--- src/rtl/bba_pkg.sv ---
`timescale 1ns / 1ps
// ============================================================================
// bba_pkg
// Shared types, codes and helpers for the buddy block allocator.
// ============================================================================
package bba_pkg;

    // Defaults for the top-level parameters
    localparam int MAX_BLOCKS_DEF = 256;
    localparam int MAX_ORDER_DEF  = 24;

    // Fixed field widths
    localparam int ORD_W      = 5;
    localparam int REQ_W      = 2;
    localparam int SIZE_W     = 25;
    localparam int OFFS_W     = 24;
    localparam int STAT_W     = 2;
    localparam int CFG_IDX_W  = 2;
    localparam int CFG_DATA_W = 5;

    // Register reset values
    localparam logic [ORD_W-1:0] TOTAL_ORDER_RST = 5'd16;
    localparam logic [ORD_W-1:0] MIN_ORDER_RST   = 5'd8;

    // Register indexes
    localparam logic [CFG_IDX_W-1:0] CFG_TOTAL_ORDER = 2'd0;
    localparam logic [CFG_IDX_W-1:0] CFG_MIN_ORDER   = 2'd1;

    // One list entry: allocated mark and order
    typedef struct packed {
        logic             used;
        logic [ORD_W-1:0] ord;
    } entry_t;

    typedef enum logic [REQ_W-1:0] {
        REQ_ALLOC   = 2'd0,
        REQ_FREE    = 2'd1,
        REQ_REALLOC = 2'd2,
        REQ_REINIT  = 2'd3
    } req_t;

    typedef enum logic [STAT_W-1:0] {
        STAT_OK        = 2'd0,
        STAT_NO_SPACE  = 2'd1,
        STAT_NOT_FOUND = 2'd2
    } status_t;

    // Stack operations
    typedef enum logic [2:0] {
        SOP_HOLD  = 3'd0,
        SOP_PUSH  = 3'd1,   // din onto top, rest shift down
        SOP_POP   = 3'd2,   // rest shift up
        SOP_WRITE = 3'd3,   // replace top with din
        SOP_DROP2 = 3'd4    // replace top with din, remove second
    } sop_t;

    typedef struct packed {
        sop_t   op;
        entry_t din;
        logic   save;
        logic   restore;
    } bba_stack_ctl_t;

    typedef struct packed {
        logic from_prev;
        logic from_next;
        logic save;
        logic restore;
    } bba_cell_ctl_t;

    // Smallest r with 2^r >= v (zero for v of zero or one)
    function automatic logic [ORD_W-1:0] ceil_log2(input logic [SIZE_W-1:0] v);
        logic [SIZE_W-1:0] m;
        logic [ORD_W-1:0]  r;
        m = v - SIZE_W'(1);
        r = '0;
        if (v > SIZE_W'(1))
        begin
            for (int i = 0; i < SIZE_W; i++)
            begin
                if (m[i])
                    r = ORD_W'(i + 1);
            end
        end
        return r;
    endfunction

endpackage

--- src/rtl/bba_cell.sv ---
`timescale 1ns / 1ps
// ============================================================================
// bba_cell
// One stack cell: a list entry plus its snapshot copy.
// ============================================================================
module bba_cell (
    input  logic                   clk,
    input  bba_pkg::bba_cell_ctl_t ctl,
    input  bba_pkg::entry_t        prev,
    input  bba_pkg::entry_t        next,
    output bba_pkg::entry_t        value
);
    import bba_pkg::*;

    entry_t entry_reg;
    entry_t saved_reg;

    // entry moves with the stack or comes back from the snapshot
    always_ff @(posedge clk)
    begin
        if (ctl.restore)
            entry_reg <= saved_reg;
        else if (ctl.from_prev)
            entry_reg <= prev;
        else if (ctl.from_next)
            entry_reg <= next;
    end

    always_ff @(posedge clk)
    begin
        if (ctl.save)
            saved_reg <= entry_reg;
    end

    assign value = entry_reg;

endmodule

--- src/rtl/bba_stack.sv ---
`timescale 1ns / 1ps
// ============================================================================
// bba_stack
// Chain of cells used as a stack; top is cell zero.
// ============================================================================
module bba_stack #(
    parameter int DEPTH = bba_pkg::MAX_BLOCKS_DEF
) (
    input  logic                    clk,
    input  bba_pkg::bba_stack_ctl_t ctl,
    output bba_pkg::entry_t         top,
    output bba_pkg::entry_t         second
);
    import bba_pkg::*;

    entry_t ent [DEPTH];

    genvar j;
    generate
        for (j = 0; j < DEPTH; j++)
        begin : g_cell
            bba_cell_ctl_t cctl;
            entry_t        prev_v;
            entry_t        next_v;

            // per-cell decode of the stack operation
            always_comb
            begin
                cctl.save      = ctl.save;
                cctl.restore   = ctl.restore;
                cctl.from_prev = 1'b0;
                cctl.from_next = 1'b0;
                unique case (ctl.op)
                    SOP_PUSH:  cctl.from_prev = 1'b1;
                    SOP_POP:   cctl.from_next = 1'b1;
                    SOP_WRITE: cctl.from_prev = (j == 0);
                    SOP_DROP2:
                    begin
                        cctl.from_prev = (j == 0);
                        cctl.from_next = (j != 0);
                    end
                    default:   cctl.from_prev = 1'b0;
                endcase
            end

            if (j == 0)
            begin : g_first
                assign prev_v = ctl.din;
            end
            else
            begin : g_mid
                assign prev_v = ent[j-1];
            end

            if (j == DEPTH - 1)
            begin : g_last
                assign next_v = '0;
            end
            else
            begin : g_inner
                assign next_v = ent[j+1];
            end

            bba_cell u_cell (
                .clk   (clk),
                .ctl   (cctl),
                .prev  (prev_v),
                .next  (next_v),
                .value (ent[j])
            );
        end
    endgenerate

    assign top    = ent[0];
    assign second = ent[1];

endmodule

--- config.mk ---
export PLATFORM = sky130hd
export DESIGN_NAME = bba_stack
export DESIGN_NICKNAME = d
export VERILOG_FILES = /design/src/rtl/bba_pkg.sv /design/src/rtl/bba_cell.sv /design/src/rtl/bba_stack.sv
export SDC_FILE = /design/constraint.sdc
export NUM_CORES = 2
export LEC_CHECK = 0
export BUFFER_PORTS_ARGS = -buffer_cell sky130_fd_sc_hd__buf_2
export CAP_MARGIN = 20
export CORE_UTILIZATION = 42
export DETAILED_ROUTE_END_ITERATION = 8
export GPL_ROUTABILITY_DRIVEN = 0
export GPL_TIMING_DRIVEN = 0
export PLACE_DENSITY_LB_ADDON = 0.15
export SETUP_SLACK_MARGIN = 0.4
export SLEW_MARGIN = 20
export SYNTH_ARGS = -nofsm -noshare
export SYNTH_HDL_FRONTEND = slang
export SYNTH_SLANG_ARGS = --single-unit
--- constraint.sdc ---
create_clock -name clk -period 31.7 [get_ports clk]
set_input_delay 1.585 -clock clk [delete_from_list [all_inputs] [get_ports clk]]
set_output_delay 1.585 -clock clk [all_outputs]
set_load 0.005 [all_outputs]
==> results.cfg <==
[cts]
cts.reportedPaths.clkPinSlew_ps = 60
cts_root_buf = sky130_fd_sc_hd__clkbuf_16
cts-resized-gates = 0
tritoncts.num_buffers = 334
cts.hold.buffers_added = 0
clk_path_buf_depth = 4
cts_tree = done
post-cts-setup-buffer-count = 0
numClockSinks = 3072
level_count_of_the_clock_h_tree = 5
clk-insertion-delay-late_ps = 920

[setup_path]
r2r_cells = 2
setup.worst_path.end_class = flip-flop
rr_endpoint = g_cell[0].u_cell.value[5]
criticalPathCategory = in2reg
required_ps = 32260
launch_instance_of_the_worst_register_to_register_path = g_cell[1].u_cell.value[5]
worstPathArrival_ps = 6120
regToRegSetupSlack_ps = 30570
worstPathMaxFanout = 52
worst_setup_path_start_kind = input port

[synth]
synthDominantCellAreaShare_pct = 74.54
yosys_register_bits = 3072
synth-seq-area-share_pct = 74.54
synth_warnings = 0
synth_area_leaders = sky130_fd_sc_hd__edfxtp_1 (75%), sky130_fd_sc_hd__mux2i_1 (12%), sky130_fd_sc_hd__nand2_1 (4.7%)
ys_async_sr_fraction_pct = 0
mappedNetlistArea_sq_um = 123800
post_synth_num_cell_types = 20
synthCells = 8212
synth_enable_flop_cells = 3072
syn-mean-instance-area_sq_um = 15.07
syn_nets = 8224
synth_area_leader_cell = sky130_fd_sc_hd__edfxtp_1
synth_ff_type = sky130_fd_sc_hd__edfxtp_1

[timing]
final.setup.tns_ps = 0
worst_pin_slew_ps = 861.6
max_freq_mhz = 180.0
max-slew-margin-rel_pct = 42.56
setup-violations-final = 0
setup_repair_after_global_routing_missed_its_margin = false
holdWs_ps = 440.7
post_layout_minimum_cycle_time_ps = 5557
finalHoldViolCount = 0
slew_violations = 0
fin_skew_ps = 65.44
min_period_over_period_pct = 17.53

[grt]
grt_antenna_before_repair = 4
grt_pass1_wl_um = 388500
groute.layer.met1.usage_pct = 23.32
grt.busiest_layer = met2
globalRoute.totalOverflow = 0
pin_count_of_the_biggest_net_entering_global_routing = 129
global_route.usage.met3_pct = 2.254
via_count_of_the_first_global_routing_pass = 68700
grt_use_met2_pct = 25.33
grt_usage_pct = 15.99

[detailed_routing]
drt-pass1-iter-count = 7
first_iter_violations = 5094
routed_wire_length_per_instance_um = 18.72
drt_wl_total_um = 239200
drc_violation_count_after_routing = 0
antenna_left = 0
vias = 66260
detail_route.vias_per_cell = 5.184

[floorplan]
overall_die_area_sq_um = 296900
die_height_um = 544.8
placementRows = 198
initial_utilization_pct = 42.37
pin_count = 24
floorplan.core_area_sq_um = 292100
fp.dieW_um = 544.8

[place]
place.port_buffers = 22
hpwl_um = 144700

[cells_and_area]
mostFrequentLayoutCell = sky130_fd_sc_hd__edfxtp_1
syn_to_final_growth_pct = 13.46
drive_gt1_share_pct = 7.997
fin_util_pct = 48.08
most-common-layout-cells = sky130_fd_sc_hd__edfxtp_1 (3,072), sky130_fd_sc_hd__nand2_1 (1,536), sky130_fd_sc_hd__mux2i_1 (1,524)
design.final.nets = 8630

[power]
p_total_uw = 9706
cellLeakagePower_uw = 0.04749
worst_ir_drop_vdd_mv = 0.04763
power_density_nw_per_um2 = 69.12

[flow_run]
timing.max_cap.violations = 0

[min_path]
worst_hold_path.endpoint = g_cell[113].u_cell.saved_reg[5]
holdCritPathClass = reg2reg
worst_hold_path_stage_count = 0
min-delay-start = g_cell[113].u_cell.value[5]

[run_status]
run_status = completed
==> cell families (layout without fill, tap and decap cells) <==
family                 Yosys count  after routing  share of synthesized area, %
AND/OR/NAND/NOR               1550           1550                         4.731
flip-flops                    3072           3072                         74.54
other                            0              2                             0
AO/OA/AOI/OAI                 1552           1552                         6.287
buffers and inverters          514           1180                         2.121
multiplexers                  1524           1524                         12.33
==> how the worst max path moves through the flow <==
stage               startpoint                     endpoint  slack, ps
floorplan               ctl[0]  g_cell[100].u_cell.value[0]      11320
global placement        ctl[0]  g_cell[115].u_cell.value[2]       -340
detailed placement      ctl[0]  g_cell[181].u_cell.value[2]      25100
CTS                     ctl[0]  g_cell[176].u_cell.value[1]      26080
global route            ctl[0]  g_cell[176].u_cell.value[1]      25880
finish                  ctl[0]  g_cell[174].u_cell.value[3]      26140
==> per-layer routing <==
layer | vias up | routed length [um]
li1 | 31670 | -
met1 | 33380 | 116200
met2 | 865 | 110300
met3 | 348 | 8049
met4 | 0 | 4644
met5 | - | 0
==> worst max-delay path, stage by stage <==
cell and delay (ps):
sky130_fd_sc_hd__buf_2 140, sky130_fd_sc_hd__buf_2 290, sky130_fd_sc_hd__buf_2 320, sky130_fd_sc_hd__buf_2 400
sky130_fd_sc_hd__clkbuf_1 500, sky130_fd_sc_hd__a211o_4 670, sky130_fd_sc_hd__buf_16 310, sky130_fd_sc_hd__buf_16 290
sky130_fd_sc_hd__buf_16 270, sky130_fd_sc_hd__buf_12 250, sky130_fd_sc_hd__buf_12 280, sky130_fd_sc_hd__buf_16 300
sky130_fd_sc_hd__buf_16 300
==> cells in the mapped netlist, types with 2 or more instances <==
cell                       instances
sky130_fd_sc_hd__mux2i_1        1524
sky130_fd_sc_hd__buf_4           132
sky130_fd_sc_hd__buf_2            52
sky130_fd_sc_hd__a31oi_1           6
sky130_fd_sc_hd__clkbuf_1        295
sky130_fd_sc_hd__edfxtp_1       3072
sky130_fd_sc_hd__nor2b_1           7
sky130_fd_sc_hd__buf_6            18
sky130_fd_sc_hd__nand2b_1          2
sky130_fd_sc_hd__o21ai_0         837
sky130_fd_sc_hd__o21ai_1         700
sky130_fd_sc_hd__buf_1            17
sky130_fd_sc_hd__nor3b_1           2
sky130_fd_sc_hd__nand2_1        1536
sky130_fd_sc_hd__a21oi_1           7
==> power breakdown <==
part	switching [uW]	internal, uW
Sequential	286	5080
Combinational	370	249
Clock	1590	2130
==> metrics by stage <==
stage / cells / setup slack [ps] / cell area (sq um)
floorplan: 8212 / 11320 / 123800
global placement: 12130 / -337.5 / 128800
detailed placement: 12180 / 25100 / 130100
CTS: 12780 / 26080 / 140400
global route: 12780 / 25880 / 140400
finish: 12780 / 26140 / 140400
==> cell type report <==
type	instances	area, sq um
clock inverters	175	1533
well taps	3900	4880
multi-input cells	4626	28900
repair buffers	70	1416
flip-flops and latches	3072	92250
fillers	25150	151700
diodes	2	5.005
clock buffers	421	8812
plain buffers	514	2626
Power figures use the tool's default switching activity.
